$ cat src/hw/rtl/qslerp_pkg.sv
`timescale 1ns / 1ps
// Shared types, widths and constants of the quaternion slerp pipeline.
// No dependencies; every other file refers to it by scoped names.
package qslerp_pkg;

  localparam int COMP_FRAC_BITS = 14;
  localparam int TRIG_ITER_DEF  = 16;
  localparam int TRIG_ITER_MAX  = 32;
  localparam int CORDIC_W       = 36;
  localparam int CORDIC_FRAC    = 30;
  localparam int SINE_W         = 33;
  localparam int QUOT_W         = 16;
  localparam int DIV_STAGES     = QUOT_W + 1;
  localparam int DIV_NUM_W      = 51;
  localparam int DEN_W          = 31;
  localparam int THETA_W        = 14;
  localparam int FRAC_W         = 17;
  localparam int DIST_W         = 15;
  localparam int THR_W          = 8;
  localparam int LANES          = 4;

  localparam logic [FRAC_W-1:0] FRAC_ONE  = 17'h10000;
  localparam logic [THR_W-1:0]  THR_RESET = 8'd1;

  // configuration register indexes
  localparam logic CFG_SMALL_ANGLE = 1'b0;
  localparam logic CFG_PARALLEL    = 1'b1;

  typedef logic signed [CORDIC_W-1:0] cw_t;
  typedef logic signed [15:0] comp_t;

  typedef struct packed {
    comp_t              start_x;
    comp_t              start_y;
    comp_t              start_z;
    comp_t              start_w;
    comp_t              end_x;
    comp_t              end_y;
    comp_t              end_z;
    comp_t              end_w;
    logic [FRAC_W-1:0]  fraction;
  } in_t;

  typedef struct packed {
    comp_t              out_x;
    comp_t              out_y;
    comp_t              out_z;
    comp_t              out_w;
    logic [DIST_W-1:0]  rotation_distance;
    logic               copied_start;
  } out_t;

  // per-request control and operands that ride along the pipeline
  typedef struct packed {
    logic [LANES-1:0][15:0]    qa;
    logic [LANES-1:0][15:0]    qb;
    logic [FRAC_W-1:0]         frac;
    logic                      neg;
    logic [COMP_FRAC_BITS:0]   mag;
    logic                      par;
    logic [DIST_W-1:0]         rot_dist;
    logic                      copy;
  } side_t;

  // arctangent of 2^-i, 30 fraction bits, truncated
  localparam logic [31:0] ATAN_Q30 [TRIG_ITER_MAX] = '{
    32'h3243F6A8, 32'h1DAC6705, 32'h0FADBAFC, 32'h07F56EA6, 32'h03FEAB76, 32'h01FFD55B,
    32'h00FFFAAA, 32'h007FFF55, 32'h003FFFEA, 32'h001FFFFD, 32'h000FFFFF, 32'h0007FFFF,
    32'h0003FFFF, 32'h0001FFFF, 32'h0000FFFF, 32'h00007FFF, 32'h00003FFF, 32'h00001FFF,
    32'h00000FFF, 32'h000007FF, 32'h000003FF, 32'h000001FF, 32'h000000FF, 32'h0000007F,
    32'h0000003F, 32'h0000001F, 32'h0000000F, 32'h00000008, 32'h00000004, 32'h00000002,
    32'h00000001, 32'h00000000
  };

endpackage

$ cat src/hw/rtl/qslerp_isqrt.sv
`timescale 1ns / 1ps
// Pipelined integer square root, one result bit per stage.
// Depends on qslerp_pkg.
module qslerp_isqrt (
  input  logic                                  clk,
  input  logic                                  rst_n,
  input  logic                                  in_valid,
  input  logic [2*qslerp_pkg::COMP_FRAC_BITS+1:0] in_rad,
  input  qslerp_pkg::side_t                     in_side,
  output logic                                  out_valid,
  output logic [qslerp_pkg::COMP_FRAC_BITS:0]   out_root,
  output qslerp_pkg::side_t                     out_side
);

  localparam int F  = qslerp_pkg::COMP_FRAC_BITS;
  localparam int NS = F + 1;
  localparam int RW = 2 * F + 2;

  logic [RW-1:0]     rem_r  [NS];
  logic [RW-1:0]     root_r [NS];
  logic              vld_r  [NS];
  qslerp_pkg::side_t side_r [NS];

  for (genvar s = 0; s < NS; s++) begin : g_stage
    localparam logic [RW-1:0] BIT = RW'(1) << (2 * (F - s));
    logic [RW-1:0]     rem_in;
    logic [RW-1:0]     root_in;
    logic              vld_in;
    qslerp_pkg::side_t side_in;
    logic [RW-1:0]     trial;
    logic [RW-1:0]     rem_nxt;
    logic [RW-1:0]     root_nxt;

    if (s == 0) begin : g_first
      assign rem_in  = in_rad;
      assign root_in = '0;
      assign vld_in  = in_valid;
      assign side_in = in_side;
    end else begin : g_next
      assign rem_in  = rem_r[s-1];
      assign root_in = root_r[s-1];
      assign vld_in  = vld_r[s-1];
      assign side_in = side_r[s-1];
    end

    always_comb begin
      trial = root_in + BIT;
      if (rem_in >= trial) begin
        rem_nxt  = rem_in - trial;
        root_nxt = (root_in >> 1) + BIT;
      end else begin
        rem_nxt  = rem_in;
        root_nxt = root_in >> 1;
      end
    end

    always_ff @(posedge clk) begin
      if (!rst_n) begin
        vld_r[s] <= 1'b0;
      end else begin
        vld_r[s] <= vld_in;
      end
      rem_r[s]  <= rem_nxt;
      root_r[s] <= root_nxt;
      side_r[s] <= side_in;
    end
  end

  assign out_valid = vld_r[NS-1];
  assign out_root  = root_r[NS-1][F:0];
  assign out_side  = side_r[NS-1];

endmodule

$ cat config.mk
export PLATFORM = sky130hd
export DESIGN_NAME = qslerp_isqrt
export DESIGN_NICKNAME = d
export VERILOG_FILES = /design/src/hw/rtl/qslerp_pkg.sv /design/src/hw/rtl/qslerp_isqrt.sv
export SDC_FILE = /design/constraint.sdc
export NUM_CORES = 2
export LEC_CHECK = 0
export BUFFER_PORTS_ARGS = -buffer_cell sky130_fd_sc_hd__buf_2
export CAP_MARGIN = 15
export CORE_AREA = 4 4 389 391
export CTS_BUF_LIST = sky130_fd_sc_hd__clkbuf_4
export CTS_CLUSTER_DIAMETER = 150
export DETAILED_ROUTE_END_ITERATION = 10
export DIE_AREA = 0 0 393 395
export MAX_ROUTING_LAYER = met4
export PLACE_DENSITY_LB_ADDON = 0.08
export SLEW_MARGIN = 20
export SYNTH_ARGS = -nofsm -noshare
export SYNTH_HDL_FRONTEND = slang
export SYNTH_SLANG_ARGS = --single-unit
$ cat constraint.sdc
create_clock -name clk -period 7.8 [get_ports clk]
set_input_delay 1.17 -clock clk [delete_from_list [all_inputs] [get_ports clk]]
set_output_delay 1.17 -clock clk [all_outputs]
set_load 0.02 [all_outputs]
==> impl_results.md <==
- DRT Pass-1 Iters: 6
- Setup bufs post-CTS: 0
- Largest family of logic cells by synthesized area: simple AND/OR/NAND/NOR gates
- PortBufs: 404
- Vias/cell: 4.15
- Crit. End Element: flip-flop
- Hold Fails Final Rpt: 0
- WL/cell: 11.9 um
- IO Pins: 405
- Area contributors post-synth: dfxtp_1, ha_1, xnor2_1, xor2_1, inv_1
- Clock root buffer: clkbuf_4
- Tmin final: ~3.4 ns
- Die H: around 400 um
- Commonest non-fill, non-tap cell in the layout: dfxtp_1
- Sequential-to-total area share from yosys stat: 0.876
- Row count: about 140
- Commonest cells after routing, fill and taps aside: dfxtp_1, clkbuf_4, buf_2
- Number of nets with antenna violations after routing: 0
- Share of cells above drive strength 1: 0.246
- CP cell instances: inv_1, ha_1, nor2b_1, o31a_1, o311ai_0, and3_1, a2111oi_0, xor2_1
- Core Region: 147000 um^2
- Hpwl dp: 62.7 mm
- Setup CP Type: flip-flop to flip-flop
- Worst EP required: ~8.8 ns
- Setup violators final: 0
- H-tree levels: 6
- Compound-Gate Fraction of Synth Area: 0.0280
- Largest area contributor in the netlist: dfxtp_1
- Mux contribution to synthesized area: 0.00346
- RSZ-0062 raised after global routing: false
- Total routed wirelength: 100 mm
- CP max stage cell: and3_1
- Synthesis Warnings: 0
- EDFF count, synth: 0
- Pwr dens: 376 nW/um^2
- Clock Path Buffers: 4
- Ratio of final minimum period to clock period: 0.437
- Gr ovfl total: 0
- Slew headroom: 0.328
- Final setup skew: 0.0871 ns
- GP Congestion: roughly 0.81
- Syn nets: 4967
- Final net count: 6301
- Final TNS setup: 0 ns
- Post-synthesis cell count: 4625
- Final Hold Slack: 0.198 ns
- Starting DRT DRC Count: 1029
- Area growth from synthesis to layout: 21.0%
- Synthesis-stage register bit count: 3225
- Synth Area in XOR/XNOR: 0.0204
- Total track usage: 0.135
- Synth Area in Simple Gates: 0.0404
- Vias in the first global route: ~36000
- Die X: slightly below 400 um
- Initial antenna violation count: 5
- Max Clk Rate: 294 MHz
- Die footprint: 155000 um^2
- Largest net degree at the start of global routing: 35
- CTS tree: done
- Share of the synthesized area in the top cell type: 0.876
- Cell variety after synth: 69
- Fillers: 11700
- Max-slew violations: 0
- Slowest stage delay, CP: 0.95 ns
- Outcome: finished clean
- Vias after detailed routing: about 35000
- Critical path peak fanout: 30
- DRC Markers: 0
- Initial Utilization: 0.500
- Top FF cell, synth: dfxtp_1
- Worst-Margin Slew: 1.01 ns
- FF/Latch Area: 64600 um^2
- Synthesized-area fraction occupied by adder cells: 0.0222
- VDD IR-drop max: 265 uV
- Util after Layout: 0.605
- Hold Path Class: primary input to flip-flop
- Data arrival, critical path: 4.37 ns
- Worst-path clk slew: ~0.060 ns
- Global-route wire length before repair: approximately 170 mm
- Maxcap violations: 0
- Worst skew pair latency: 1.20 ns
- Avg Cell Area, Syn: roughly 16 um^2
- Crit path launch type: flip-flop
- Netlist Area Pre-Place: between 70000 and 80000 um^2
- CTS buffer count: 755
- # clock sinks: 3225
- Multi-input gate area: 8450 um^2
- Leakage power: around 40 nW
- Total chip power: approximately 34 mW
- Ys async rst share: 0
==> flip-flops by register name, summed over array words and instances (netlist names) <==
signal and count:
side_r 2670, rem_r 420, root_r 120, vld_r 15
==> metrics by stage <==
step           instances  setup WS, ns  area [um^2]
6_report            8389          4.39        89200
5_1_grt             8388          4.11        89200
4_1_cts             8380          4.42        89200
3_5_place_dp        6933          4.43        78000
3_3_place_gp        6933          4.48        78000
2_1_floorplan       4625          5.30        73700
==> synthesized netlist by cell type, drive strengths merged (4+ instances only) <==
cell type / count
inv: 154
and3: 6
a21oi: 100
xor2: 86
xnor2: 86
o21a: 23
dfxtp: 3225
nor2: 121
or3: 19
a21boi: 6
nor3b: 10
a311o: 4
nand3b: 10
ha: 131
o21bai: 4
nand2: 106
or4: 17
clkbuf: 15
nor3: 63
nand4: 18
a41oi: 4
nand4b: 18
a21o: 24
buf: 12
nand2b: 25
and2: 20
a211oi: 18
o31ai: 9
nor4b: 7
a211o: 4
o21ai: 107
nand3: 27
nor2b: 20
mux2: 20
nor4: 56
o211ai: 8
or2: 4
==> worst max-delay path, delay by kind of cell (launching register included) <==
kind            cells  cell delay [ns]
compound gates      3             1.25
xor+xnor            1             0.20
fa+ha+maj           1             0.32
buf+inv             1             0.04
flops               1             0.32
simple gates        2             1.11
==> final timing paths <==
check	startpoint	to	slack, ns	cells after the start
setup reg to reg	root_r[9][10]	rem_r[1][87]	4.39	8
hold / removal	in_side[30]	side_r[0][30]	0.20	1
hold reg to reg	side_r[7][110]	side_r[8][110]	0.25	0
setup / recovery	root_r[9][10]	rem_r[1][87]	4.39	8
==> cell families after synthesis <==
logic type      Yosys count
xor+xnor                172
fa+ha+maj               131
buf+inv                 181
compound gates          336
simple gates            557
mux                      23
flops                  3225
==> repair_timing <==
action                    4_1_cts  5_1_grt
hold buffers                  199        0
hold endpoints to repair      199        0
resized for setup               0        0
==> metal layers <==
layer  global-route usage  part of all wire  wire (um)  up-vias
met1                0.143              0.43      42600    15600
met5                    -                 0          0        -
met4               0.0712             0.027       2710        0
li1                     -                 -          -    18200
met2                0.222              0.50      49700      795
met3               0.0469             0.050       5030      261
==> power breakdown <==
part           switching (mW)  internal, mW  leakage (nW)  total, mW
Combinational            1.44          1.26          7.03       2.70
Sequential              0.662          17.9          27.2       18.6
Clock                    5.59          6.73          5.48       12.3
Total                    7.70          25.9          39.7       33.6
==> area by class of cell <==
class	count	share of cell area
Inverter	154	0.00648
Multi-Input combinational cell	1219	0.0947
Sequential cell	3225	0.724
Clock buffer	1105	0.0930
Timing Repair Buffer	604	0.0451
Clock inverter	143	0.00968
Tap cell	1930	0.0271
Antenna cell	9	0.000252
(Power assumes the default switching activity.)
